===== config.mk =====
export PLATFORM = sky130hd
export DESIGN_NAME = month_calendar_day_generator_core
export DESIGN_NICKNAME = d
export VERILOG_FILES = /design/src/hw/rtl/mcd_pkg.sv /design/src/hw/rtl/mcd_front.sv /design/src/hw/rtl/mcd_queue.sv /design/src/hw/rtl/mcd_back.sv /design/src/hw/rtl/month_calendar_day_generator_core.sv
export SDC_FILE = /design/constraint.sdc
export NUM_CORES = 1
export LEC_CHECK = 0
export BUFFER_PORTS_ARGS = -buffer_cell sky130_fd_sc_hd__buf_4
export CORE_MARGIN = 1.5
export CORE_UTILIZATION = 30
export CTS_CLUSTER_DIAMETER = 40
export DETAILED_ROUTE_END_ITERATION = 8
export GPL_ROUTABILITY_DRIVEN = 0
export PLACE_DENSITY = 0.47
export SYNTH_ARGS = -nofsm -noshare
export SYNTH_HDL_FRONTEND = slang
export SYNTH_SLANG_ARGS = --single-unit

===== constraint.sdc =====
create_clock -name clock -period 5.75 [get_ports clock]
set_clock_uncertainty 0.1 [all_clocks]
set_input_delay 1.15 -clock clock [delete_from_list [all_inputs] [get_ports clock]]
set_output_delay 1.15 -clock clock [all_outputs]
set_load 0.02 [all_outputs]

===== src/hw/rtl/mcd_pkg.sv =====
package mcd_pkg;

   localparam int unsigned MCD_QUEUE_DEPTH = 2;

   localparam int unsigned MONTH_W    = 4;
   localparam int unsigned YEAR_W     = 14;
   localparam int unsigned DAY_W      = 5;
   localparam int unsigned WEEKDAY_W  = 3;
   localparam int unsigned ROW_W      = 3;

   localparam logic [MONTH_W-1:0] MONTH_JAN = 4'd1;
   localparam logic [MONTH_W-1:0] MONTH_FEB = 4'd2;
   localparam logic [MONTH_W-1:0] MONTH_DEC = 4'd12;
   localparam logic [YEAR_W-1:0]  YEAR_MIN  = 14'd1;
   localparam logic [YEAR_W-1:0]  YEAR_MAX  = 14'd9999;

   // floor(x / 100) = (x * DIV100_MUL) >> DIV100_SHIFT for x <= 9999
   localparam logic [12:0] DIV100_MUL   = 13'd5243;
   localparam int unsigned DIV100_SHIFT = 19;
   // floor(x / 7) = (x * DIV7_MUL) >> DIV7_SHIFT for x < 16384
   localparam logic [15:0] DIV7_MUL     = 16'd37450;
   localparam int unsigned DIV7_SHIFT   = 18;

   localparam logic [WEEKDAY_W-1:0] SATURDAY = 3'd6;

   // one month job handed from the front end to the day sequencer
   typedef struct packed {
      logic                 invalid;
      logic [WEEKDAY_W-1:0] first_wd;
      logic [DAY_W-1:0]     month_len;
   } cal_job_type;

   // floor(31 * sm / 12) for the shifted month (March = 1)
   function automatic logic [DAY_W-1:0] shifted_month_offset(input logic [MONTH_W-1:0] sm);
      logic [DAY_W-1:0] res;
      unique case (sm)
         4'd1:    res = 5'd2;
         4'd2:    res = 5'd5;
         4'd3:    res = 5'd7;
         4'd4:    res = 5'd10;
         4'd5:    res = 5'd12;
         4'd6:    res = 5'd15;
         4'd7:    res = 5'd18;
         4'd8:    res = 5'd20;
         4'd9:    res = 5'd23;
         4'd10:   res = 5'd25;
         4'd11:   res = 5'd28;
         4'd12:   res = 5'd31;
         default: res = 5'd0;
      endcase
      return res;
   endfunction

   // length of a month other than February
   function automatic logic [DAY_W-1:0] plain_month_len(input logic [MONTH_W-1:0] mon);
      logic [DAY_W-1:0] res;
      unique case (mon)
         4'd4, 4'd6, 4'd9, 4'd11: res = 5'd30;
         default:                 res = 5'd31;
      endcase
      return res;
   endfunction

endpackage


===== src/hw/rtl/mcd_front.sv =====
module mcd_front
   import mcd_pkg::*;
(
   input  logic                clock,
   input  logic                reset,
   input  logic                req_valid,
   output logic                req_ready,
   input  logic [MONTH_W-1:0]  req_month,
   input  logic [YEAR_W-1:0]   req_year,
   output logic                job_valid,
   input  logic                job_ready,
   output cal_job_type         job
);

   typedef enum logic [4:0] {
      ST_IDLE = 5'b00001,
      ST_MUL  = 5'b00010,
      ST_SUM  = 5'b00100,
      ST_MOD  = 5'b01000,
      ST_PUSH = 5'b10000
   } front_state_type;

   front_state_type state_ff, state_in;

   logic [MONTH_W-1:0] mon_ff;
   logic [YEAR_W-1:0]  yr_ff;
   logic               bad_ff;
   logic [YEAR_W-1:0]  sy_ff;
   logic [MONTH_W-1:0] sm_ff;
   logic [6:0]         q100sy_ff;
   logic [6:0]         q100yr_ff;
   logic [YEAR_W-1:0]  sum_ff;
   logic [DAY_W-1:0]   len_ff;
   logic [11:0]        q7_ff;

   logic               req_bad;
   logic               jan_feb;
   logic [26:0]        prod_sy;
   logic [26:0]        prod_yr;
   logic [YEAR_W:0]    sum_calc;
   logic [13:0]        hundreds;
   logic               leap;
   logic [DAY_W-1:0]   len_calc;
   logic [29:0]        prod_sum;
   logic [14:0]        q7_times7;
   logic [YEAR_W-1:0]  rem7;

   assign req_ready = (state_ff == ST_IDLE);
   assign job_valid = (state_ff == ST_PUSH);

   assign req_bad = (req_month < MONTH_JAN) || (req_month > MONTH_DEC) ||
                    (req_year < YEAR_MIN) || (req_year > YEAR_MAX);
   assign jan_feb = (req_month <= MONTH_FEB);

   assign prod_sy = {13'd0, sy_ff} * {14'd0, DIV100_MUL};
   assign prod_yr = {13'd0, yr_ff} * {14'd0, DIV100_MUL};

   assign sum_calc = 15'd1 + {1'b0, sy_ff} + {3'b0, sy_ff[YEAR_W-1:2]}
                     - {8'd0, q100sy_ff} + {10'd0, q100sy_ff[6:2]}
                     + {10'd0, shifted_month_offset(sm_ff)};

   assign hundreds = {7'd0, q100yr_ff} * 14'd100;
   assign leap = ((yr_ff[1:0] == 2'b00) && (hundreds != yr_ff)) ||
                 ((hundreds == yr_ff) && (q100yr_ff[1:0] == 2'b00));
   assign len_calc = (mon_ff == MONTH_FEB) ? (leap ? 5'd29 : 5'd28) : plain_month_len(mon_ff);

   assign prod_sum = {16'd0, sum_ff} * {14'd0, DIV7_MUL};
   assign q7_times7 = {3'd0, q7_ff} * 15'd7;
   assign rem7 = sum_ff - q7_times7[YEAR_W-1:0];

   always_comb begin
      job.invalid   = bad_ff;
      job.first_wd  = rem7[WEEKDAY_W-1:0];
      job.month_len = len_ff;
   end

   always_comb begin
      state_in = state_ff;
      unique case (state_ff)
         ST_IDLE: if (req_valid) state_in = ST_MUL;
         ST_MUL:  state_in = ST_SUM;
         ST_SUM:  state_in = ST_MOD;
         ST_MOD:  state_in = ST_PUSH;
         ST_PUSH: if (job_ready) state_in = ST_IDLE;
         default: state_in = ST_IDLE;
      endcase
   end

   always_ff @(posedge clock) begin
      if (reset) begin
         state_ff <= ST_IDLE;
      end else begin
         state_ff <= state_in;
      end
   end

   always_ff @(posedge clock) begin
      if (state_ff == ST_IDLE && req_valid) begin
         mon_ff <= req_month;
         yr_ff  <= req_year;
         bad_ff <= req_bad;
         sy_ff  <= req_year - {13'd0, jan_feb};
         sm_ff  <= jan_feb ? (req_month + 4'd10) : (req_month - 4'd2);
      end
      if (state_ff == ST_MUL) begin
         q100sy_ff <= prod_sy[DIV100_SHIFT +: 7];
         q100yr_ff <= prod_yr[DIV100_SHIFT +: 7];
      end
      if (state_ff == ST_SUM) begin
         sum_ff <= sum_calc[YEAR_W-1:0];
         len_ff <= len_calc;
      end
      if (state_ff == ST_MOD) begin
         q7_ff <= prod_sum[DIV7_SHIFT +: 12];
      end
   end

endmodule


===== src/hw/rtl/mcd_queue.sv =====
module mcd_queue
   import mcd_pkg::*;
#(
   parameter int unsigned DEPTH = MCD_QUEUE_DEPTH
)(
   input  logic        clock,
   input  logic        reset,
   input  logic        push_valid,
   output logic        push_ready,
   input  cal_job_type push_job,
   output logic        pop_valid,
   input  logic        pop_ready,
   output cal_job_type pop_job
);

   localparam int unsigned PTR_W = (DEPTH > 1) ? $clog2(DEPTH) : 1;
   localparam int unsigned CNT_W = $clog2(DEPTH + 1);
   localparam logic [PTR_W-1:0] LAST_PTR = PTR_W'(DEPTH - 1);
   localparam logic [CNT_W-1:0] FULL_CNT = CNT_W'(DEPTH);

   cal_job_type      slots_ff [DEPTH];
   logic [PTR_W-1:0] wr_ptr_ff, rd_ptr_ff;
   logic [CNT_W-1:0] count_ff;
   logic             do_push, do_pop;

   assign push_ready = (count_ff != FULL_CNT);
   assign pop_valid  = (count_ff != '0);
   assign pop_job    = slots_ff[rd_ptr_ff];
   assign do_push    = push_valid && push_ready;
   assign do_pop     = pop_valid && pop_ready;

   always_ff @(posedge clock) begin
      if (reset) begin
         wr_ptr_ff <= '0;
         rd_ptr_ff <= '0;
         count_ff  <= '0;
      end else begin
         if (do_push) wr_ptr_ff <= (wr_ptr_ff == LAST_PTR) ? '0 : wr_ptr_ff + 1'b1;
         if (do_pop)  rd_ptr_ff <= (rd_ptr_ff == LAST_PTR) ? '0 : rd_ptr_ff + 1'b1;
         if (do_push && !do_pop)      count_ff <= count_ff + 1'b1;
         else if (do_pop && !do_push) count_ff <= count_ff - 1'b1;
      end
   end

   always_ff @(posedge clock) begin
      if (do_push) slots_ff[wr_ptr_ff] <= push_job;
   end

endmodule


===== src/hw/rtl/mcd_back.sv =====
module mcd_back
   import mcd_pkg::*;
(
   input  logic                 clock,
   input  logic                 reset,
   input  logic                 job_valid,
   output logic                 job_ready,
   input  cal_job_type          job,
   output logic                 rsp_valid,
   input  logic                 rsp_ready,
   output logic [DAY_W-1:0]     rsp_day_number,
   output logic [WEEKDAY_W-1:0] rsp_weekday,
   output logic [ROW_W-1:0]     rsp_week_row,
   output logic                 rsp_last_day,
   output logic                 rsp_invalid
);

   logic                 busy_ff;
   logic [DAY_W-1:0]     len_ff;
   logic                 rsp_valid_ff;
   logic [DAY_W-1:0]     day_ff;
   logic [WEEKDAY_W-1:0] col_ff;
   logic [ROW_W-1:0]     row_ff;
   logic                 last_ff;
   logic                 inv_ff;

   logic                 advance;
   logic [DAY_W-1:0]     next_day;
   logic                 wrap;

   assign advance   = !rsp_valid_ff || rsp_ready;
   assign job_ready = advance && !busy_ff;
   assign next_day  = day_ff + 1'b1;
   assign wrap      = (col_ff == SATURDAY);

   assign rsp_valid      = rsp_valid_ff;
   assign rsp_day_number = day_ff;
   assign rsp_weekday    = col_ff;
   assign rsp_week_row   = row_ff;
   assign rsp_last_day   = last_ff;
   assign rsp_invalid    = inv_ff;

   always_ff @(posedge clock) begin
      if (reset) begin
         busy_ff      <= 1'b0;
         rsp_valid_ff <= 1'b0;
      end else if (advance) begin
         if (busy_ff) begin
            rsp_valid_ff <= 1'b1;
            if (next_day == len_ff) busy_ff <= 1'b0;
         end else if (job_valid) begin
            rsp_valid_ff <= 1'b1;
            busy_ff      <= !job.invalid;
         end else begin
            rsp_valid_ff <= 1'b0;
         end
      end
   end

   always_ff @(posedge clock) begin
      if (advance) begin
         if (busy_ff) begin
            day_ff  <= next_day;
            col_ff  <= wrap ? '0 : col_ff + 1'b1;
            row_ff  <= wrap ? row_ff + 1'b1 : row_ff;
            last_ff <= (next_day == len_ff);
            inv_ff  <= 1'b0;
         end else if (job_valid) begin
            len_ff  <= job.month_len;
            inv_ff  <= job.invalid;
            last_ff <= job.invalid;
            day_ff  <= job.invalid ? '0 : DAY_W'(1);
            col_ff  <= job.invalid ? '0 : job.first_wd;
            row_ff  <= '0;
         end
      end
   end

endmodule


===== src/hw/rtl/month_calendar_day_generator_core.sv =====
// Gregorian month calendar day generator. Each request names a month (1..12) and a year
// (1..9999); the block answers with one response per day of that month, in order, carrying
// the day number, its weekday column (0 = Sunday) and its row in a Sunday-first month grid,
// with rsp_last_day set on the final day. A month or year out of range gives one response
// with rsp_invalid and rsp_last_day set and all other fields zero. The front end takes a
// request through capture, divide by 100, weekday sum and month length, divide by 7 and
// hand-off, then pushes a job into a short queue; the day sequencer drains jobs and emits
// one response per cycle while rsp_ready is high, so a month yields one response per day
// (28..31 of them, one for an invalid request). The slower side sets the sustained rate:
// the sequencer for valid months, the front end for a run of invalid ones. The front end
// works on the next request while days of the previous one still stream out. No
// configuration and no state beyond the pipeline; reset only empties it.
module month_calendar_day_generator_core
   import mcd_pkg::*;
#(
   parameter int unsigned QUEUE_DEPTH = MCD_QUEUE_DEPTH
)(
   input  logic                 clock,
   input  logic                 reset,
   input  logic                 req_valid,
   output logic                 req_ready,
   input  logic [MONTH_W-1:0]   req_month,
   input  logic [YEAR_W-1:0]    req_year,
   output logic                 rsp_valid,
   input  logic                 rsp_ready,
   output logic [DAY_W-1:0]     rsp_day_number,
   output logic [WEEKDAY_W-1:0] rsp_weekday,
   output logic [ROW_W-1:0]     rsp_week_row,
   output logic                 rsp_last_day,
   output logic                 rsp_invalid
);

   // front end to queue
   logic        push_valid, push_ready;
   cal_job_type push_job;
   // queue to day sequencer
   logic        pop_valid, pop_ready;
   cal_job_type pop_job;

   // classify the request: range check, first weekday, month length
   mcd_front u_front (
      .clock     (clock),
      .reset     (reset),
      .req_valid (req_valid),
      .req_ready (req_ready),
      .req_month (req_month),
      .req_year  (req_year),
      .job_valid (push_valid),
      .job_ready (push_ready),
      .job       (push_job)
   );

   // hold finished jobs so the front end can run ahead of the sequencer
   mcd_queue #(
      .DEPTH (QUEUE_DEPTH)
   ) u_queue (
      .clock      (clock),
      .reset      (reset),
      .push_valid (push_valid),
      .push_ready (push_ready),
      .push_job   (push_job),
      .pop_valid  (pop_valid),
      .pop_ready  (pop_ready),
      .pop_job    (pop_job)
   );

   // advance through the days of each job, one response per cycle while rsp_ready is high
   mcd_back u_back (
      .clock          (clock),
      .reset          (reset),
      .job_valid      (pop_valid),
      .job_ready      (pop_ready),
      .job            (pop_job),
      .rsp_valid      (rsp_valid),
      .rsp_ready      (rsp_ready),
      .rsp_day_number (rsp_day_number),
      .rsp_weekday    (rsp_weekday),
      .rsp_week_row   (rsp_week_row),
      .rsp_last_day   (rsp_last_day),
      .rsp_invalid    (rsp_invalid)
   );

endmodule

### Word level (Yosys, flattened, before mapping)

Memory sizes are Yosys's and may differ from the RTL's. A register that Yosys moved wholly into a read port is not among the register bits.
Cells that the tools add are included.

| storage, ports and cells | value |
|---|---|
| flip-flop bits (word level) | 111 |
| bits in latches | 0 |
| bits in writable memories | 18 |
| memory bits (read-only) | 80 |
| bits of input ports | 22 |
| output and inout bits | 15 |
| word-level logic and storage cells | 130 |
| memories | 2 |

| operators by class | value |
|---|---|
| add/sub/neg operators | 16 |
| $mul | 5 |
| divide/modulo/power cells | 0 |
| magnitude comparators | 5 |
| equality and inequality tests | 18 |
| shifts and indexed selects | 0 |
| mux-type cells | 33 |
| bitwise operators | 1 |
| reductions and logical operators | 28 |

Memory list:

| name | words | bits a word | rd ports | clocked after memory_dff | wr ports | line | RTL |
|---|---|---|---|---|---|---|---|
| (name not given) | 16 | 5 | 1 | 1 | 0 | mcd_pkg.sv:36 | `unique case (sm)` |
| u_queue.slots_ff | 2 | 9 | 1 | 1 | 1 | mcd_queue.sv:21 | `cal_job_type slots_ff [DEPTH];` |

Operators with widths:

| kind | count |
|---|---|
| $mul 14x13->26 const B | 2 |
| $mul 14x15->29 const B | 1 |
| $add 14x5->14 | 2 |
| $mux 5 | 5 |
| $pmux 5 s5 | 1 |
| $mux 3 | 7 |
| $mux 1 | 16 |
| $add 1x14->14 const A | 1 |
| $add 14x12->14 | 1 |
| $eq 14x14->1 | 1 |
| $gt 14x14->1 const B | 1 |
| $lt 14x1->1 const B | 1 |
| $ne 14x14->1 | 1 |
| $sub 14x1->14 | 1 |
| $sub 14x7->14 | 1 |
| $mul 12x3->3 const B | 1 |
| $mul 7x5->12 const B | 1 |
| $eq 4x3->1 const B | 2 |
| $eq 4x4->1 const B | 2 |
| $logic_and 1x1->1 | 8 |
| $mux 4 | 2 |
| $ne 2x2->1 const B | 4 |
| $add 3x1->3 const B | 2 |
| $reduce_and 3->1 | 2 |
| 26 further kinds | 40 |

### Logic depth before layout (Yosys ltp)

| logic depth | value |
|---|---|
| depth in word-level cells | 7 |
| mapped depth | 17 |
| gate-level depth less buffers | 17 |

### Modules after synthesis

A second synthesis with hierarchy kept.

| second synthesis, totals | value |
|---|---|
| cell total of the unflattened synthesis | 1355 |
| area, all modules | 15061.9 um2 |

Modules (own cells, without submodules):

| module | times used | cells an instance | area an instance (um2) | sequential area each (um2) |
|---|---|---|---|---|
| mcd_front | 1 | 1225 | 13223.9 | 2272.2 |
| mcd_back | 1 | 78 | 968.4 | 580.6 |
| mcd_queue | 1 | 52 | 869.6 | 640.6 |

### Worst setup path after synthesis

OpenSTA, ideal clock, no wires.

| timing path | value |
|---|---|
| path kind | register to register |
| from | reg u_front.sy_ff[4] |
| to | reg u_front.q100sy_ff[3] (data pin) |
| library setup time | 0.258 ns |
| data arrival time | 4.552 ns |
| data required time | 5.392 ns |
| path slack | 0.840 ns |
| stages on the path, launching flop included | 17 |
| buffers on the path | 0 |
| period minus slack after synthesis | 4.910 ns |
| path through | edfxtp_1 > inv_1 > fa_1 > inv_1 > ha_1 > fa_1 > inv_1 > fa_1 > fa_1 > inv_1 > ha_1 > a211oi_1 > o21ai_1 > a221o_1 > or3_1 > o22ai_1 > xnor2_1 |

| on the way | value |
|---|---|
| word-level cells in the longest chain between the ends | 1 |

Ends and longest elaborated chain:

| element | line | RTL |
|---|---|---|
| start: declaration | mcd_front.sv:28 | `logic [YEAR_W-1:0] sy_ff;` |
| start signal: assignment | mcd_front.sv:102 | `sy_ff <= req_year - {13'd0, jan_feb};` |
| $mul 14x13->26 | mcd_front.sv:55 | `assign prod_sy = {13'd0, sy_ff} * {14'd0, DIV100_MUL};` |
| via u_front.prod_sy[22] | mcd_front.sv:38 | `logic [26:0] prod_sy;` |
| end signal: assignment | mcd_front.sv:106 | `q100sy_ff <= prod_sy[DIV100_SHIFT +: 7];` |
| end: declaration | mcd_front.sv:30 | `logic [6:0] q100sy_ff;` |

The timed path passes the listed nets, and every way through them passes these cells.
A chain may end at the register's enable or synchronous reset.

### Worst setup path in the final report

| timing path | value |
|---|---|
| from | reg u_front.sy_ff[11] |
| to | reg u_front.q100sy_ff[3] (data pin) |

The elaborated chain is that of the path after synthesis.

==> flow_summary_export.csv <==
group,metric,value,unit
run_status,outcome,"finished, final reports clean",
layout,finish.net_count,1961,
detailed_routing,drt_iter0_markers,338,
critical_path,crit_path_max_fanout,8,
run,drv.max_cap_violation_count,0,
detailed_routing,wl_per_cell,15.0,um
layout,final_cell_area,0.0166,mm^2
clock_tree,root_buffer,"clkbuf_16",
sta,timing.setup.tns,0,ns
detailed_routing,ant_nets,0,
hold_path,worst_hold_path.num_cells,0,
synthesis,yosys_most_used_dff,"edfxtp_1",
floorplanning,die-height,226,um
sta,grt_setup_unrepaired,"false",
floorplanning,row_count,81,
critical_path,worstPathArrival,5.34,ns
synthesis,synth_edf_count,96,
sta,final.min_clock_period,5.28,ns
place,dpl.hpwl,28000,um
detailed_routing,drt-pass1-iter-count,4,
grt,grt_start_max_net_pins,40,
clock_tree,clk_latency,0.42,ns
sta,timing.final.crit_share,91.8,%
layout,filler_cell_count,5015,
power_and_ir_drop,total_power,7.77,mW
clock_tree,post_cts.repair.setup_buffers,0,
layout,antenna-diode-count,0,
critical_path,cp_slowest_stage_delay,0.64,ns
detailed_routing,routed_via_count_divided_by_cell_count,4.41,
synthesis,synthCells,1386,
grt,grt_use_total,13.8,%
clock_tree,ctsResizeCount,0,
synthesis,synth.yosys.warnings,0,
synthesis,syn_area_per_cell,10.8,um^2
critical_path,setup.worst_path.end_class,"flip-flop",
detailed_routing,drc,0,
grt,overflow,0,
synthesis,synth.largest_area_cell,"ha_1",
synthesis,yosysUniqueCellTypes,70,
critical_path,worst_path_cell_trace,"fa_1 -> ha_1 -> inv_1 -> fa_1 -> inv_1 -> fa_1 -> inv_1 -> fa_1 -> inv_1 -> ha_1 -> a211oi_1 -> o21ai_1 -> a221o_1 -> or3_1 -> o22ai_1 -> xnor2_1",
grt,grt_antenna_before_repair,0,
clock_tree,number_of_buffers_added_by_the_clock_tree_synthesis_step,17,
sta,timing.max_slew.rel_slack,46.9,%
sta,max_clock_freq,0.190,GHz
floorplanning,start_util,30.5,%
power_and_ir_drop,cellLeakagePower,8.08,nW
clock_tree,cts-root-to-sink-buffers,2,
synthesis,netlist_area,0.0149,mm^2
synthesis,synth_top_cells_by_area,"ha_1 27%, fa_1 23%, edfxtp_1 19%",
critical_path,critical_path_required,5.81,ns
critical_path,criticalPathCategory,"flip-flop to flip-flop",
critical_path,cp-start-kind,"flip-flop",
synthesis,synth.ff_latch_count,113,
floorplanning,design.portCount,37,
detailed_routing,routed_wire_length,31900,um
sta,setup_viol,0,
grt,first_global_vias,10200,
critical_path,crit_slowest_cell,"edfxtp_1",
floorplanning,dieWidth,226,um
clock_tree,clk_transition_reported_paths,0.07,ns
critical_path,reg2reg_depth,16,
synthesis,post-synth-top-area-fraction,27.1,%
layout,areaGrowthSynthToFinish,11.2,%
floorplanning,design.core.area,0.0490,mm^2
place,port-buffer-count,36,
power_and_ir_drop,powerDensity,469,mW/mm^2
clock_tree,cts_tree,"yes",
layout,drive_gt1_share,6.66,%
clock_tree,number_of_clock_sinks,113,
synthesis,syn-num-nets,1903,
layout,layout_common_cells,"338 x inv_1, 323 x ha_1, 172 x fa_1",
clock_tree,clock_tree.htree_level_count,4,
layout,layout.cells.most_common,"inv_1",
clock_tree,post_cts_hold_buffer_count,0,
grt,wire_length_of_the_first_global_routing_pass,54000,um
floorplanning,design.die.area,0.0510,mm^2
sta,worst_slew_pin_slew,0.797,ns
detailed_routing,via_count,9359,
synthesis,yosysSeqAreaShare,21.6,%
hold_path,hold_class,"flip-flop to flip-flop",
sta,timing_max_transition_violations_final,0,
synthesis,synth-async-reset-ratio,0,%
sta,report.final.hold_viol_count,0,
power_and_ir_drop,irDropWorstVdd,0.000546,V
place,placed_area,0.0160,mm^2
kinds of logic (layout without fill, tap and decap cells):
family	Yosys count	in the layout	synth area share [%]
fa+ha+maj	495	495	50.2
buf+inv	343	414	8.80
simple gates	182	182	6.45
compound gates	152	152	6.76
flops	113	113	21.6
xor+xnor	85	85	4.99
mux	16	16	1.18
layout make-up:
| class | count | area [um^2] | area share, % |
|---|---|---|---|
| clock buffers | 17 | 425 | 2.57 |
| clock inverters | 15 | 120 | 0.724 |
| inverters | 339 | 1280 | 7.72 |
| multi-input cells | 930 | 10400 | 62.6 |
| flip-flops and latches | 113 | 3220 | 19.4 |
| well taps | 664 | 831 | 5.01 |
| repair buffers | 43 | 323 | 1.95 |
synthesized netlist by cell type, drive strengths merged, types with 3 or more instances:
library cell / number
xor2: 23
o311ai: 3
o21ai: 29
inv: 339
or4: 3
nand3: 17
xnor2: 62
a31oi: 6
edfxtp: 96
o211ai: 12
fa: 172
nor2b: 14
nand3b: 3
and3: 4
a221oi: 4
and2: 8
a21oi: 40
nand2b: 6
mux2i: 10
or3: 7
dfxtp: 17
ha: 323
nor2: 43
nor4: 9
a211oi: 11
o31ai: 3
o21ba: 3
nand4: 14
clkbuf: 3
o21a: 4
mux2: 6
nand2: 34
a21o: 13
nor3: 14
critical path, delay by kind of cell (launching register included):
| kind | cells | cell delay, ns |
|---|---|---|
| buf+inv | 4 | 0.20 |
| simple gates | 1 | 0.34 |
| flops | 1 | 0.64 |
| xor+xnor | 1 | 0.09 |
| compound gates | 4 | 0.99 |
| fa+ha+maj | 6 | 2.66 |
routing by layer:
layer | wire length, um | track usage [%]
met1 | 15100 | 18.3
met5 | 0 | 0
met3 | 896 | 2.46
met4 | 431 | 3.27
met2 | 15400 | 23.1
state kept, by name, summed over array words and instances (netlist names), 2 cells and up, named ones only:
name / flops
u_front.sum_ff: 14
u_front.sy_ff: 14
u_front.yr_ff: 14
u_queue.slots_ff: 12
u_front.q100sy_ff: 7
u_front.q100yr_ff: 7
u_back.rsp_day_number: 5
u_front.state_ff: 5
u_front.sm_ff: 4
u_back.rsp_week_row: 3
u_back.rsp_weekday: 3
u_front.mon_ff: 3
u_front.q7_ff: 3
u_back.len_ff: 2
u_front.len_ff: 2
u_queue.count_ff: 2
metrics by stage:
stage	setup slack, ns	utilization [%]	hold slack [ns]	cells
floorplan	0.840	-	0.321	1386
global placement	0.505	32.8	0.332	2089
detailed placement	0.467	32.8	0.333	2089
CTS	0.436	33.9	0.354	2121
global route	0.153	33.9	0.356	2121
finish	0.474	33.9	0.352	2121
power breakdown:
| group | internal, mW | leakage [nW] | switching (mW) | total [mW] |
|---|---|---|---|---|
| Combinational | 2.36 | 6.78 | 3.13 | 5.49 |
| Sequential | 1.15 | 1.03 | 0.132 | 1.28 |
| Clock | 0.563 | 0.267 | 0.429 | 0.992 |
worst paths after layout:
kind,start,endpoint,slack (ns)
max,u_front.sy_ff[11],u_front.q100sy_ff[3],0.47
min,u_front.len_ff[0],u_queue.slots_ff[0][0],0.35
max reg2reg,u_front.sy_ff[11],u_front.q100sy_ff[3],0.47
min reg2reg,u_front.len_ff[0],u_queue.slots_ff[0][0],0.35
(Power assumes the default switching activity.)
